===== config.mk =====
export PLATFORM = sky130hd
export DESIGN_NAME = bresenham_edge_stepper_core
export DESIGN_NICKNAME = d
export VERILOG_FILES = /design/src/hw/rtl/bes_pkg.sv /design/src/hw/rtl/bes_ctrl.sv /design/src/hw/rtl/bes_dp.sv /design/src/hw/rtl/bresenham_edge_stepper_core.sv
export VERILOG_INCLUDE_DIRS = /design/src /design/src/hw/rtl
export SDC_FILE = /design/constraint.sdc
export NUM_CORES = 1
export LEC_CHECK = 0
export BUFFER_PORTS_ARGS = -buffer_cell sky130_fd_sc_hd__buf_2
export CAP_MARGIN = 20
export CORE_UTILIZATION = 44
export DETAILED_ROUTE_END_ITERATION = 10
export GPL_TIMING_DRIVEN = 0
export HOLD_SLACK_MARGIN = 0.08
export PLACE_DENSITY = 0.64
export SYNTH_ARGS = -nofsm -noshare
export SYNTH_HDL_FRONTEND = slang
export SYNTH_SLANG_ARGS = --single-unit

===== constraint.sdc =====
create_clock -name clk -period 5.6 [get_ports clk]
set_input_delay 0.56 -clock clk [delete_from_list [all_inputs] [get_ports clk]]
set_output_delay 0.56 -clock clk [all_outputs]
set_load 0.05 [all_outputs]

===== src/hw/rtl/bresenham_edge_stepper_core_defines.svh =====
// ----------------------------------------------------------------------------
// Edge stepper assertion macros
// Concurrent checks sampled on clk and disabled while rst is high.
// ----------------------------------------------------------------------------
`ifndef BRESENHAM_EDGE_STEPPER_CORE_DEFINES_SVH
`define BRESENHAM_EDGE_STEPPER_CORE_DEFINES_SVH

// same-cycle implication
`define BES_ASSERT_IMPLY(name, ante, cons) \
  name: assert property (@(posedge clk) disable iff (rst) (ante) |-> (cons)) \
    else $error("edge stepper same-cycle check failed");

// next-cycle implication
`define BES_ASSERT_NEXT(name, ante, cons) \
  name: assert property (@(posedge clk) disable iff (rst) (ante) |=> (cons)) \
    else $error("edge stepper next-cycle check failed");

`endif


===== src/hw/rtl/bes_pkg.sv =====
// ----------------------------------------------------------------------------
// Edge stepper package
// Shared constants and the command and status bundles between the
// controller and the datapath.
// ----------------------------------------------------------------------------
package bes_pkg;

  localparam int unsigned COORD_BITS_DEF = 16;

  localparam logic REQ_SETUP = 1'b0;

  typedef struct packed {
    logic capture;
    logic delta;
    logic commit;
    logic clamp;
    logic step;
    logic snap;
    logic load;
  } cmd_t;

  typedef struct packed {
    logic single;
    logic flat;
    logic at_target;
  } sts_t;

endpackage


===== src/hw/rtl/bes_ctrl.sv =====
// ----------------------------------------------------------------------------
// Edge stepper controller
// Sequences set-up and advance transactions and drives the datapath.
// ----------------------------------------------------------------------------
module bes_ctrl (
  input  logic          clk,
  input  logic          rst,
  input  logic          in_valid,
  input  logic          req_type,
  input  logic          out_free,
  input  bes_pkg::sts_t sts,
  output logic          in_ready,
  output bes_pkg::cmd_t cmd
);

  typedef enum logic [5:0] {
    ST_IDLE   = 6'b000001,
    ST_DELTA  = 6'b000010,
    ST_COMMIT = 6'b000100,
    ST_CLAMP  = 6'b001000,
    ST_WALK   = 6'b010000,
    ST_DONE   = 6'b100000
  } state_t;

  state_t state;
  state_t state_next;

  always_ff @(posedge clk) begin
    if (rst) begin
      state <= ST_IDLE;
    end else begin
      state <= state_next;
    end
  end

  assign in_ready = (state == ST_IDLE);

  always_comb begin
    state_next = state;
    cmd        = '0;
    case (state)
      ST_IDLE: begin
        if (in_valid) begin
          cmd.capture = 1'b1;
          state_next  = (req_type == bes_pkg::REQ_SETUP) ? ST_DELTA : ST_CLAMP;
        end
      end
      ST_DELTA: begin
        cmd.delta  = 1'b1;
        state_next = ST_COMMIT;
      end
      ST_COMMIT: begin
        cmd.commit = 1'b1;
        state_next = ST_IDLE;
      end
      ST_CLAMP: begin
        cmd.clamp  = 1'b1;
        state_next = ST_WALK;
      end
      ST_WALK: begin
        if (sts.single) begin
          cmd.snap   = 1'b1;
          state_next = ST_DONE;
        end else if (sts.flat || sts.at_target) begin
          state_next = ST_DONE;
        end else begin
          cmd.step = 1'b1;
        end
      end
      ST_DONE: begin
        if (out_free) begin
          cmd.load   = 1'b1;
          state_next = ST_IDLE;
        end
      end
      default: begin
        state_next = ST_IDLE;
      end
    endcase
  end

endmodule


===== src/hw/rtl/bes_dp.sv =====
// ----------------------------------------------------------------------------
// Edge stepper datapath
// Edge state, working point and the one-step-per-cycle Bresenham update.
// ----------------------------------------------------------------------------
module bes_dp #(
  parameter int unsigned COORD_BITS = bes_pkg::COORD_BITS_DEF
) (
  input  logic                         clk,
  input  logic                         rst,
  input  bes_pkg::cmd_t                cmd,
  input  logic signed [COORD_BITS-1:0] point_x,
  input  logic signed [COORD_BITS-1:0] point_y,
  input  logic signed [COORD_BITS-1:0] end_x,
  input  logic signed [COORD_BITS-1:0] end_y,
  input  logic signed [COORD_BITS-1:0] target_y,
  output bes_pkg::sts_t                sts,
  output logic signed [COORD_BITS-1:0] new_x,
  output logic signed [COORD_BITS-1:0] new_y,
  output logic                         reached_end
);

  localparam int unsigned CW = COORD_BITS;
  localparam int unsigned MW = COORD_BITS + 1;
  localparam int unsigned DW = COORD_BITS + 2;
  localparam int unsigned EW = COORD_BITS + 3;

  localparam logic [1:0] MODE_XMAJOR = 2'd0;
  localparam logic [1:0] MODE_YMAJOR = 2'd1;
  localparam logic [1:0] MODE_SINGLE = 2'd2;

  logic signed [CW-1:0] x;
  logic signed [CW-1:0] y;
  logic signed [CW-1:0] ex_in;
  logic signed [CW-1:0] ey_in;
  logic signed [CW-1:0] ty;
  logic        [CW-1:0] dx_abs;
  logic        [CW-1:0] dy_sat;

  logic                 step_dir;
  logic [1:0]           walk_mode;
  logic        [MW-1:0] major_twice;
  logic        [MW-1:0] minor_twice;
  logic signed [DW-1:0] diag_delta;
  logic signed [EW-1:0] error_term;
  logic signed [CW-1:0] edge_end_x;
  logic signed [CW-1:0] edge_end_y;

  logic signed [CW:0]   dx_diff;
  logic signed [CW:0]   dy_diff;
  logic        [CW-1:0] dx_abs_next;
  logic        [CW-1:0] dy_sat_next;
  logic                 dir_next;
  logic                 y_major;
  logic        [CW-1:0] big;
  logic        [CW-1:0] small_d;
  logic signed [EW-1:0] err_init;
  logic signed [DW-1:0] diag_init;
  logic [1:0]           mode_init;
  logic                 err_nonneg;
  logic                 x_move;
  logic                 y_inc;
  logic signed [CW-1:0] x_stepped;
  logic signed [EW-1:0] diag_ext;
  logic signed [EW-1:0] minor_ext;
  logic signed [CW-1:0] ty_clamped;

  assign dx_diff     = (CW+1)'(ex_in) - (CW+1)'(x);
  assign dy_diff     = (CW+1)'(ey_in) - (CW+1)'(y);
  assign dx_abs_next = dx_diff[CW] ? CW'(-dx_diff) : CW'(dx_diff);
  assign dy_sat_next = (!dy_diff[CW] && (dy_diff != '0)) ? CW'(dy_diff) : '0;
  assign dir_next    = dx_diff[CW] || (dx_diff == '0);

  assign y_major   = (dy_sat > dx_abs);
  assign big       = y_major ? dy_sat : dx_abs;
  assign small_d   = y_major ? dx_abs : dy_sat;
  assign err_init  = $signed(EW'({small_d, 1'b0}) - EW'(big));
  assign diag_init = $signed(DW'({small_d, 1'b0}) - DW'({big, 1'b0}));
  assign mode_init = (big == '0) ? MODE_SINGLE : (y_major ? MODE_YMAJOR : MODE_XMAJOR);

  assign err_nonneg = !error_term[EW-1];
  assign x_move     = (walk_mode == MODE_XMAJOR) || err_nonneg;
  assign y_inc      = (walk_mode == MODE_YMAJOR) || err_nonneg;
  assign x_stepped  = step_dir ? (x - CW'(1)) : (x + CW'(1));
  assign diag_ext   = EW'(diag_delta);
  assign minor_ext  = $signed(EW'(minor_twice));
  assign ty_clamped = (ty < edge_end_y) ? ty : edge_end_y;

  always_ff @(posedge clk) begin
    if (cmd.capture) begin
      x     <= point_x;
      y     <= point_y;
      ex_in <= end_x;
      ey_in <= end_y;
      ty    <= target_y;
    end else if (cmd.clamp) begin
      ty <= ty_clamped;
    end else if (cmd.snap) begin
      x <= edge_end_x;
    end else if (cmd.step) begin
      if (x_move) begin
        x <= x_stepped;
      end
      if (y_inc) begin
        y <= y + CW'(1);
      end
    end
    if (cmd.delta) begin
      dx_abs <= dx_abs_next;
      dy_sat <= dy_sat_next;
    end
  end

  always_ff @(posedge clk) begin
    if (rst) begin
      step_dir    <= 1'b0;
      walk_mode   <= MODE_XMAJOR;
      major_twice <= '0;
      minor_twice <= '0;
      diag_delta  <= '0;
      error_term  <= '0;
      edge_end_x  <= '0;
      edge_end_y  <= '0;
    end else begin
      if (cmd.delta) begin
        step_dir <= dir_next;
      end
      if (cmd.commit) begin
        walk_mode   <= mode_init;
        major_twice <= {big, 1'b0};
        minor_twice <= {small_d, 1'b0};
        diag_delta  <= diag_init;
        error_term  <= err_init;
        edge_end_x  <= ex_in;
        edge_end_y  <= ey_in;
      end else if (cmd.step) begin
        error_term <= error_term + (err_nonneg ? diag_ext : minor_ext);
      end
    end
  end

  assign sts.single    = (walk_mode == MODE_SINGLE);
  assign sts.flat      = (walk_mode == MODE_XMAJOR) && (minor_twice == '0);
  assign sts.at_target = !(y < ty);

  assign new_x       = x;
  assign new_y       = y;
  assign reached_end = sts.single || (y == edge_end_y);

endmodule


===== src/hw/rtl/bresenham_edge_stepper_core.sv =====
// Set-up: no result; the input is ready again once the DELTA and COMMIT states have run.
// Advance: the result follows the CLAMP, WALK and DONE states, n = Bresenham steps taken.
// n is one per row on y-major edges; x-major edges add one step per extra x pixel.
// The datapath takes one step per cycle; the output register frees the input side.
// Reset (rst, synchronous, active high) clears the edge state to a flat x-major edge.
// ----------------------------------------------------------------------------
// Bresenham edge stepper core
// Rasterizer edge walker: set-up stores an edge, advance steps it to a row.
// ----------------------------------------------------------------------------
`include "bresenham_edge_stepper_core_defines.svh"

module bresenham_edge_stepper_core #(
  parameter int unsigned COORD_BITS = bes_pkg::COORD_BITS_DEF,
  localparam int unsigned IN_W      = ((5 * COORD_BITS + 7) / 8) * 8,
  localparam int unsigned OUT_W     = ((2 * COORD_BITS + 7) / 8) * 8
) (
  input  logic             clk,
  input  logic             rst,
  input  logic             s_axis_tvalid,
  output logic             s_axis_tready,
  input  logic [IN_W-1:0]  s_axis_tdata,  // point_x, point_y, end_x, end_y, target_y
  input  logic             s_axis_tuser,  // req_type
  output logic             m_axis_tvalid,
  input  logic             m_axis_tready,
  output logic [OUT_W-1:0] m_axis_tdata,  // new_x, new_y
  output logic             m_axis_tuser   // reached_end
);

  localparam int unsigned CW = COORD_BITS;

  bes_pkg::cmd_t cmd;
  bes_pkg::sts_t sts;

  logic                 s_accept;
  logic                 out_free;
  logic signed [CW-1:0] dp_x;
  logic signed [CW-1:0] dp_y;
  logic                 dp_reached;
  logic signed [CW-1:0] res_x;
  logic signed [CW-1:0] res_y;
  logic                 res_reached;

  assign s_accept = s_axis_tvalid && s_axis_tready;
  assign out_free = !m_axis_tvalid || m_axis_tready;

  bes_ctrl u_ctrl (
    .clk      (clk),
    .rst      (rst),
    .in_valid (s_axis_tvalid),
    .req_type (s_axis_tuser),
    .out_free (out_free),
    .sts      (sts),
    .in_ready (s_axis_tready),
    .cmd      (cmd)
  );

  bes_dp #(
    .COORD_BITS (COORD_BITS)
  ) u_dp (
    .clk         (clk),
    .rst         (rst),
    .cmd         (cmd),
    .point_x     ($signed(s_axis_tdata[0*CW +: CW])),
    .point_y     ($signed(s_axis_tdata[1*CW +: CW])),
    .end_x       ($signed(s_axis_tdata[2*CW +: CW])),
    .end_y       ($signed(s_axis_tdata[3*CW +: CW])),
    .target_y    ($signed(s_axis_tdata[4*CW +: CW])),
    .sts         (sts),
    .new_x       (dp_x),
    .new_y       (dp_y),
    .reached_end (dp_reached)
  );

  always_ff @(posedge clk) begin
    if (rst) begin
      m_axis_tvalid <= 1'b0;
    end else if (cmd.load) begin
      m_axis_tvalid <= 1'b1;
    end else if (m_axis_tready) begin
      m_axis_tvalid <= 1'b0;
    end
  end

  always_ff @(posedge clk) begin
    if (cmd.load) begin
      res_x       <= dp_x;
      res_y       <= dp_y;
      res_reached <= dp_reached;
    end
  end

  assign m_axis_tdata = OUT_W'({res_y, res_x});
  assign m_axis_tuser = res_reached;

  `BES_ASSERT_IMPLY(a_load_when_free, cmd.load, out_free)
  `BES_ASSERT_IMPLY(a_ready_no_work, s_axis_tready, !cmd.step && !cmd.load)
  `BES_ASSERT_NEXT(a_setup_no_result, s_accept && (s_axis_tuser == bes_pkg::REQ_SETUP), !cmd.load)
  `BES_ASSERT_NEXT(a_single_reaches, cmd.load && sts.single, m_axis_tvalid && m_axis_tuser)

endmodule


==> results of run 1 <==
-- power by group through the flow --
stage          Sequential (uW)  Clock (uW)  Combinational, uW
2_1_floorplan             2490           0               2150
3_3_place_gp              2540           0               2800
3_5_place_dp              2540           0               2880
4_1_cts                   2500        1800               2940
5_1_grt                   2530        1870               3320
6_report                  2500        1770               2980
-- per-layer routing --
metal,share of wire,GRT usage,routed length [um],up-vias
li1,-,-,-,6450
met1,0.48,0.349,21000,6135
met2,0.45,0.398,19700,340
met3,0.048,0.0276,2090,67
met4,0.023,0.0555,991,0
met5,0,0,0,-
-- cells in the mapped netlist (all sizes together) (20+ instances only) --
| master | instances |
|---|---|
| xnor2 | 70 |
| xor2 | 38 |
| clkbuf | 43 |
| ha | 125 |
| edfxtp | 145 |
| inv | 126 |
| nand2 | 225 |
| nor2 | 116 |
| a21o | 25 |
| nor2b | 21 |
| mux2i | 20 |
| buf | 20 |
| dfxtp | 93 |
| a21oi | 131 |
| o21ai | 130 |
| nor3 | 46 |
| nand3 | 28 |
| a211oi | 24 |
-- metrics by stage --
| stage | utilization | power [uW] | hold WS (ns) | setup slack, ns |
|---|---|---|---|---|
| final | 0.523 | 7250 | 0.162 | 0.249 |
| after global routing | 0.523 | 7720 | 0.140 | -0.00857 |
| after CTS | 0.519 | 7240 | 0.137 | 0.000111 |
| after detailed placement | 0.489 | 5410 | 0.438 | -1.58 |
| after global placement | 0.487 | 5340 | 0.432 | -1.55 |
| after floorplan | - | 4640 | 0.421 | 0.0965 |
-- worst reg2reg max path: stages, from the launching register on --
cell and delay [ns]:
edfxtp_1 0.44, inv_1 0.14, ha_2 0.34, and4_4 0.24, and2_1 0.17, a22o_4 0.27, o31ai_4 0.28, buf_6 0.15
buf_4 0.18, buf_6 0.17, buf_4 0.19, nand2_1 0.09, o21ai_2 0.11, ha_2 0.34, o21ai_4 0.20, o221ai_1 0.18
o2111ai_2 0.14, o21ai_2 0.10, nor3_4 0.28, o21ai_2 0.11, a2111oi_2 0.31, nor3_1 0.12, buf_4 0.16, a31oi_1 0.21
mux2i_1 0.24, nand3_1 0.09
-- flip-flops by register name, summed over array words and instances, names as in the netlist, 2 cells and up --
register and flops:
u_dp.diag_delta 17, u_dp.edge_end_x 16, u_dp.new_x 16, u_dp.dx_abs 16, u_dp.ex_in 16, u_dp.new_y 16
u_ctrl.state 6, u_dp.edge_end_y 16, u_dp.dy_sat 16, res_y 16, u_dp.walk_mode 2, u_dp.ty 16
u_dp.ey_in 16, u_dp.minor_twice 16, res_x 16, u_dp.error_term 18
-- final timing paths --
path / from / endpoint / slack, ns / depth (start not counted)
worst max-delay path: u_dp.dx_abs[14]$_DFFE_PP_ / u_dp.error_term[16]$_SDFFE_PP0P_ / 0.25 / 25
worst min-delay path: s_axis_tuser / u_ctrl.state[1]$_SDFFE_PP0P_ / 0.16 / 2
worst max register to register: u_dp.dx_abs[14]$_DFFE_PP_ / u_dp.error_term[16]$_SDFFE_PP0P_ / 0.25 / 25
worst min register to register: u_dp.diag_delta[13]$_SDFFE_PP0P_ / u_dp.diag_delta[13]$_SDFFE_PP0P_ / 0.45 / 2
-- cell usage in the layout (no fill, tap or decap), types with 12 or more instances in the layout --
cell type | netlist | final
a211oi_1 | 24 | 23
a21o_1 | 25 | 25
a21oi_1 | 130 | 129
a22oi_1 | 17 | 17
buf_2 | 6 | 119
buf_4 | 2 | 22
clkbuf_1 | 41 | 41
clkbuf_16 | 0 | 28
dfxtp_1 | 93 | 93
edfxtp_1 | 145 | 145
ha_1 | 125 | 119
inv_1 | 126 | 122
mux2_2 | 17 | 17
mux2i_1 | 20 | 20
nand2_1 | 225 | 225
nand2b_1 | 19 | 19
nand3_1 | 28 | 28
nand4_1 | 12 | 12
nor2_1 | 116 | 116
nor2b_1 | 21 | 20
nor3_1 | 46 | 45
nor4_1 | 16 | 15
o21a_1 | 12 | 12
o21ai_0 | 121 | 115
or3_1 | 16 | 16
xnor2_1 | 70 | 70
xor2_1 | 38 | 38
-- area by class of cell --
class / instances / area [um^2]
Fill cell: 3135 / 16200
Multi-Input combinational cell: 1270 / 8530
Tap cell: 448 / 561
Clock inverter: 16 / 125
Timing Repair Buffer: 138 / 766
Buffer: 60 / 280
Sequential cell: 238 / 6220
Inverter: 126 / 473
Clock buffer: 35 / 767
-- cells by family after synthesis --
logic type	share of synthesized area
buffers and inverters	0.0484
adder cells (fa/ha/maj)	0.109
AND/OR/NAND/NOR	0.165
multiplexers	0.0255
AO/OA/AOI/OAI	0.185
flip-flops	0.405
XOR/XNOR	0.0617
-- timing repair --
action,in CTS,in global routing
buffers inserted,10,8
resized for setup,24,22
pin swaps,6,6
setup endpoints to repair,14,4
==> flow_summary.json, run 1 <==
{
  "status": "finished clean",
  "area_growth_pct": 15.6,
  "intPower_uw": 4490,
  "fmax_mhz": 187,
  "drv_cap": 0,
  "htreeDepth": 1,
  "antenna_left": 0,
  "critPathTopFamily": "compound AO/OA/AOI/OAI gates",
  "vdd.ir_drop.worst_v": 0.000259,
  "yosysSeqAreaShare": 0.405,
  "grt_start_max_net_pins": 37,
  "crit_arrival_ns": 5.79,
  "rows": 67,
  "tns_ns": 0,
  "routed_wirelength_mm": 43.8,
  "hold_buffers": 0,
  "startpoint_type": "register",
  "p_leak_uw": 0.00713,
  "netlist_top_cells_area": "edfxtp_1, dfxtp_1, ha_1, nand2_1, a21oi_1",
  "die_height_um": 189,
  "setup-violations-final": 0,
  "ys_warn_count": 0,
  "grt_pass1_wl_mm": 68.8,
  "swShare": 0.380,
  "skew_ns": 0.0342,
  "cp_num_buf_inv": 6,
  "dieArea_mm2": 0.0356,
  "placed_area_mm2": 0.0165,
  "power_frac_comb": 0.411,
  "synth_area_mm2": 0.0153,
  "synth_top_area_cell": "edfxtp_1",
  "clk_pin_slew_ns": 0.06,
  "clockPowerShare": 0.244,
  "hp-class": "in -> reg",
  "worstMarginPinSlew_ns": 1.08,
  "final_cells": 2331,
  "die_w_um": 189,
  "fin_crit_ns": 5.35,
  "cts_tree": "built",
  "dr.first_iter.drc_count": 922,
  "fin_area_mm2": 0.0177,
  "cp-end-kind": "register",
  "crit_required_ns": 6.04,
  "grt_usage": 0.245,
  "port_buffers": 118,
  "nets": 2077,
  "pwr-share-seq": 0.345,
  "overflow": 0,
  "yosysUniqueCellTypes": 76,
  "grt_pass1_vias": 12500,
  "top_level_ports": 120,
  "drc_errors": 0,
  "p_per_area_mw_per_mm2": 409,
  "insertion_delay_ns": 0.56,
  "relSlewSlack": 0.278,
  "cts.path.max_buffers": 3,
  "hold_viol": 0,
  "numCtsBuffers": 28,
  "antenna_found_initial": 0,
  "synth-main-ff-cell": "edfxtp_1",
  "clockRootBuffer": "clkbuf_16",
  "synth_async_sr_flop_share": 0,
  "synth_cells": 1697,
  "clock_sinks": 238,
  "initial_core_util": 0.453,
  "drv_slew": 0,
  "drive_gt1_frac": 0.138,
  "synth_nets": 1912,
  "place_inst": 2265,
  "via_per_inst": 5.57,
  "firstDrtPassIters": 5,
  "avgSynthCellArea_um2": 9.03,
  "synth-edff-count": 145,
  "slowest_delay_ns": 0.44,
  "slowest_stage": "edfxtp_1",
  "switchingPower_uw": 2750,
  "ys_ff_latch": 238,
  "wire_per_inst_um": 18.8,
  "critPathKind": "reg -> reg",
  "gp_congestion": 0.936,
  "num_vias": 13000,
  "num_antenna_cells": 0,
  "coreArea_mm2": 0.0339,
  "netlist.area_leader.share": 0.284,
  "post-route-period-util": 0.955,
  "cp_max_fo": 10,
  "hpwl_mm": 33.7
}
Note: power is estimated with default switching activity, not from simulation.
==> run 2: changes to the inputs <==
BUFFER_PORTS_ARGS = not set   (was -buffer_cell sky130_fd_sc_hd__buf_2)
DONT_BUFFER_PORTS = 1   (was not set)
PLACE_DENSITY = not set   (was 0.64)
==> run 2 against run 1 <==
Final cell count shrank 3.9%. Largest power group unchanged. Sequential power grew 2%. Critical path depth shrank 1. Count of clock-buffer cells in the layout grew 1. Sequential share of layout area grew 0.39 points. Worst hold slack lost 0.030 ns. Global-route usage grew 0.52 points. Clock power grew 9%.
==> flow_summary.json, run 2 (same netlist as run 1, synthesis figures left out) <==
{
  "cts_tree": "built",
  "overflow": 0,
  "drive_gt1_frac": 0.0771,
  "multi_input_area_mm2": 0.00856,
  "worstMarginPinSlew_ns": 1.02,
  "die_w_um": 189,
  "cp_num_buf_inv": 5,
  "hpwl_mm": 33.7,
  "slowest_delay_ns": 0.44,
  "num_vias": 12700,
  "dieArea_mm2": 0.0356,
  "antenna_left": 0,
  "fillers": 3152,
  "grt_start_max_net_pins": 37,
  "top_level_ports": 120,
  "gp_congestion": 0.950,
  "relSlewSlack": 0.322,
  "critPathKind": "reg -> reg",
  "crit_arrival_ns": 5.95,
  "grt_pass1_wl_mm": 69.8,
  "cts.path.max_buffers": 3,
  "hold_viol": 0,
  "htreeDepth": 1,
  "coreArea_mm2": 0.0339,
  "status": "finished clean",
  "grt_pass1_vias": 12500,
  "die_height_um": 189,
  "fin_crit_ns": 5.44,
  "top_register": "u_dp.error_term",
  "drv_cap": 0,
  "mostFrequentLayoutCell": "nand2_1",
  "fmax_mhz": 184,
  "routed_wirelength_mm": 44.5,
  "dr.first_iter.drc_count": 892,
  "post-route-period-util": 0.971,
  "via_per_inst": 5.68,
  "clock_sinks": 238,
  "crit_required_ns": 6.11,
  "placed_area_mm2": 0.0160,
  "area_growth_pct": 14.3,
  "power_uw": 7430,
  "clk_pin_slew_ns": 0.06,
  "drv_slew": 0,
  "worst_path_most_repeated_cell": "buf_4",
  "grt_usage": 0.250,
  "drc_errors": 0,
  "wire_per_inst_um": 19.9,
  "port_buffers": 0,
  "num_antenna_cells": 0,
  "cp-end-kind": "register",
  "hp-class": "in -> reg",
  "setup-violations-final": 0,
  "p_per_area_mw_per_mm2": 424,
  "rows": 67,
  "numCtsBuffers": 28,
  "top_regs": "u_dp.error_term x18, u_dp.diag_delta x17",
  "final_util": 0.517,
  "critPathTopFamily": "compound AO/OA/AOI/OAI gates",
  "insertion_delay_ns": 0.57,
  "slowest_stage": "edfxtp_1",
  "nets": 1984,
  "most-common-layout-cells": "nand2_1, edfxtp_1, a21oi_1, inv_1, ha_1",
  "path_cells": "inv_1, ha_2, and4_4, and2_1, a22o_4, o31ai_4, buf_6, buf_4, buf_4, buf_4, nand2_1, o21ai_0, ha_1, o21ai_4, o221ai_1, o2111ai_2, nor4_4, nor3_4, o21ai_2, a2111oi_4, nor3_4, nand2_1, a221oi_2, o2111a_1",
  "firstDrtPassIters": 5,
  "vdd.ir_drop.worst_v": 0.000275,
  "clockRootBuffer": "clkbuf_16",
  "p_leak_uw": 0.00683,
  "largest_register_ffs": 18,
  "cp_max_fo": 10,
  "startpoint_type": "register",
  "skew_ns": 0.0180,
  "regArea_mm2": 0.00622,
  "antenna_found_initial": 1,
  "rsz0062_at_grt": "yes",
  "fin_area_mm2": 0.0175,
  "initial_core_util": 0.453
}
## run 2: cell types whose count changed in the layout (fill, tap and decap cells not counted), moves of 2 or more
cell,before,now
buf_2,119,0
dlygate4sd3_1,0,33
buf_4,22,16
bufinv_16,1,4
clkinvlp_4,3,0
clkinv_2,4,6
inv_1,122,124
inv_2,4,2
## run 2: worst paths after layout
kind	slack (ns)	cells after the start	from	to
setup / recovery	0.16	24	u_dp.dx_abs[14]$_DFFE_PP_	u_dp.error_term[14]$_SDFFE_PP0P_
setup reg to reg	0.16	24	u_dp.dx_abs[14]$_DFFE_PP_	u_dp.error_term[14]$_SDFFE_PP0P_
hold / removal	0.13	1	s_axis_tuser	u_ctrl.state[3]$_SDFFE_PP0P_
hold reg to reg	0.45	2	u_dp.diag_delta[8]$_SDFFE_PP0P_	u_dp.diag_delta[8]$_SDFFE_PP0P_
## run 2: metal layers
layer  vias to the layer above  global-route usage  part of all wire
met3                        65              0.0400             0.062
met5                         -                   0           0.00025
met1                      6017               0.344              0.46
li1                       6257                   -                 -
met4                         2              0.0782             0.027
met2                       371               0.401              0.45
## run 2: what timing repair did
item                                    in CTS  in global routing
pin swaps                                    1                  7
resized for setup                           23                 24
hold buffers                                33                  0
endpoints found under the hold margin       33                  0
endpoints found under the setup margin      11                  3
buffers inserted                             6                  3
## run 2: area by class of cell
| type | instances | share of cell area |
|---|---|---|
| Clock buffer | 36 | 0.0446 |
| Tap cell | 448 | 0.0320 |
| Inverter | 126 | 0.0270 |
| Clock inverter | 16 | 0.0109 |
| Buffer | 59 | 0.0157 |
| Sequential cell | 238 | 0.355 |
| Multi-Input combinational cell | 1270 | 0.489 |
| Timing Repair Buffer | 46 | 0.0263 |
## run 2: where the power goes
part / internal, uW / switching, uW / total (uW)
logic: 1180 / 1770 / 2950
clock network: 1160 / 761 / 1930
registers: 2290 / 263 / 2550
## run 2: worst register-to-register path: stages (launching register included)
cell	delay, ns
edfxtp_1	0.44
inv_1	0.14
ha_2	0.34
and4_4	0.24
and2_1	0.17
a22o_4	0.28
o31ai_4	0.28
buf_6	0.14
buf_4	0.18
buf_4	0.21
buf_4	0.21
nand2_1	0.07
o21ai_0	0.21
ha_1	0.27
o21ai_4	0.10
o221ai_1	0.28
o2111ai_2	0.22
nor4_4	0.34
nor3_4	0.09
o21ai_2	0.19
a2111oi_4	0.12
nor3_4	0.24
nand2_1	0.11
a221oi_2	0.31
o2111a_1	0.21
## run 2: per-stage QoR
step                cells  worst slack [ns]  hold WS (ns)  TNS [ns]
floorplan            1697            0.0965         0.421         0
global placement     2145             -1.28         0.431    -51.70
detailed placement   2149             -1.27         0.444     -5.94
CTS                  2238           0.00818         0.116         0
global route         2239           -0.0310         0.130   -0.0618
finish               2239             0.163         0.132         0
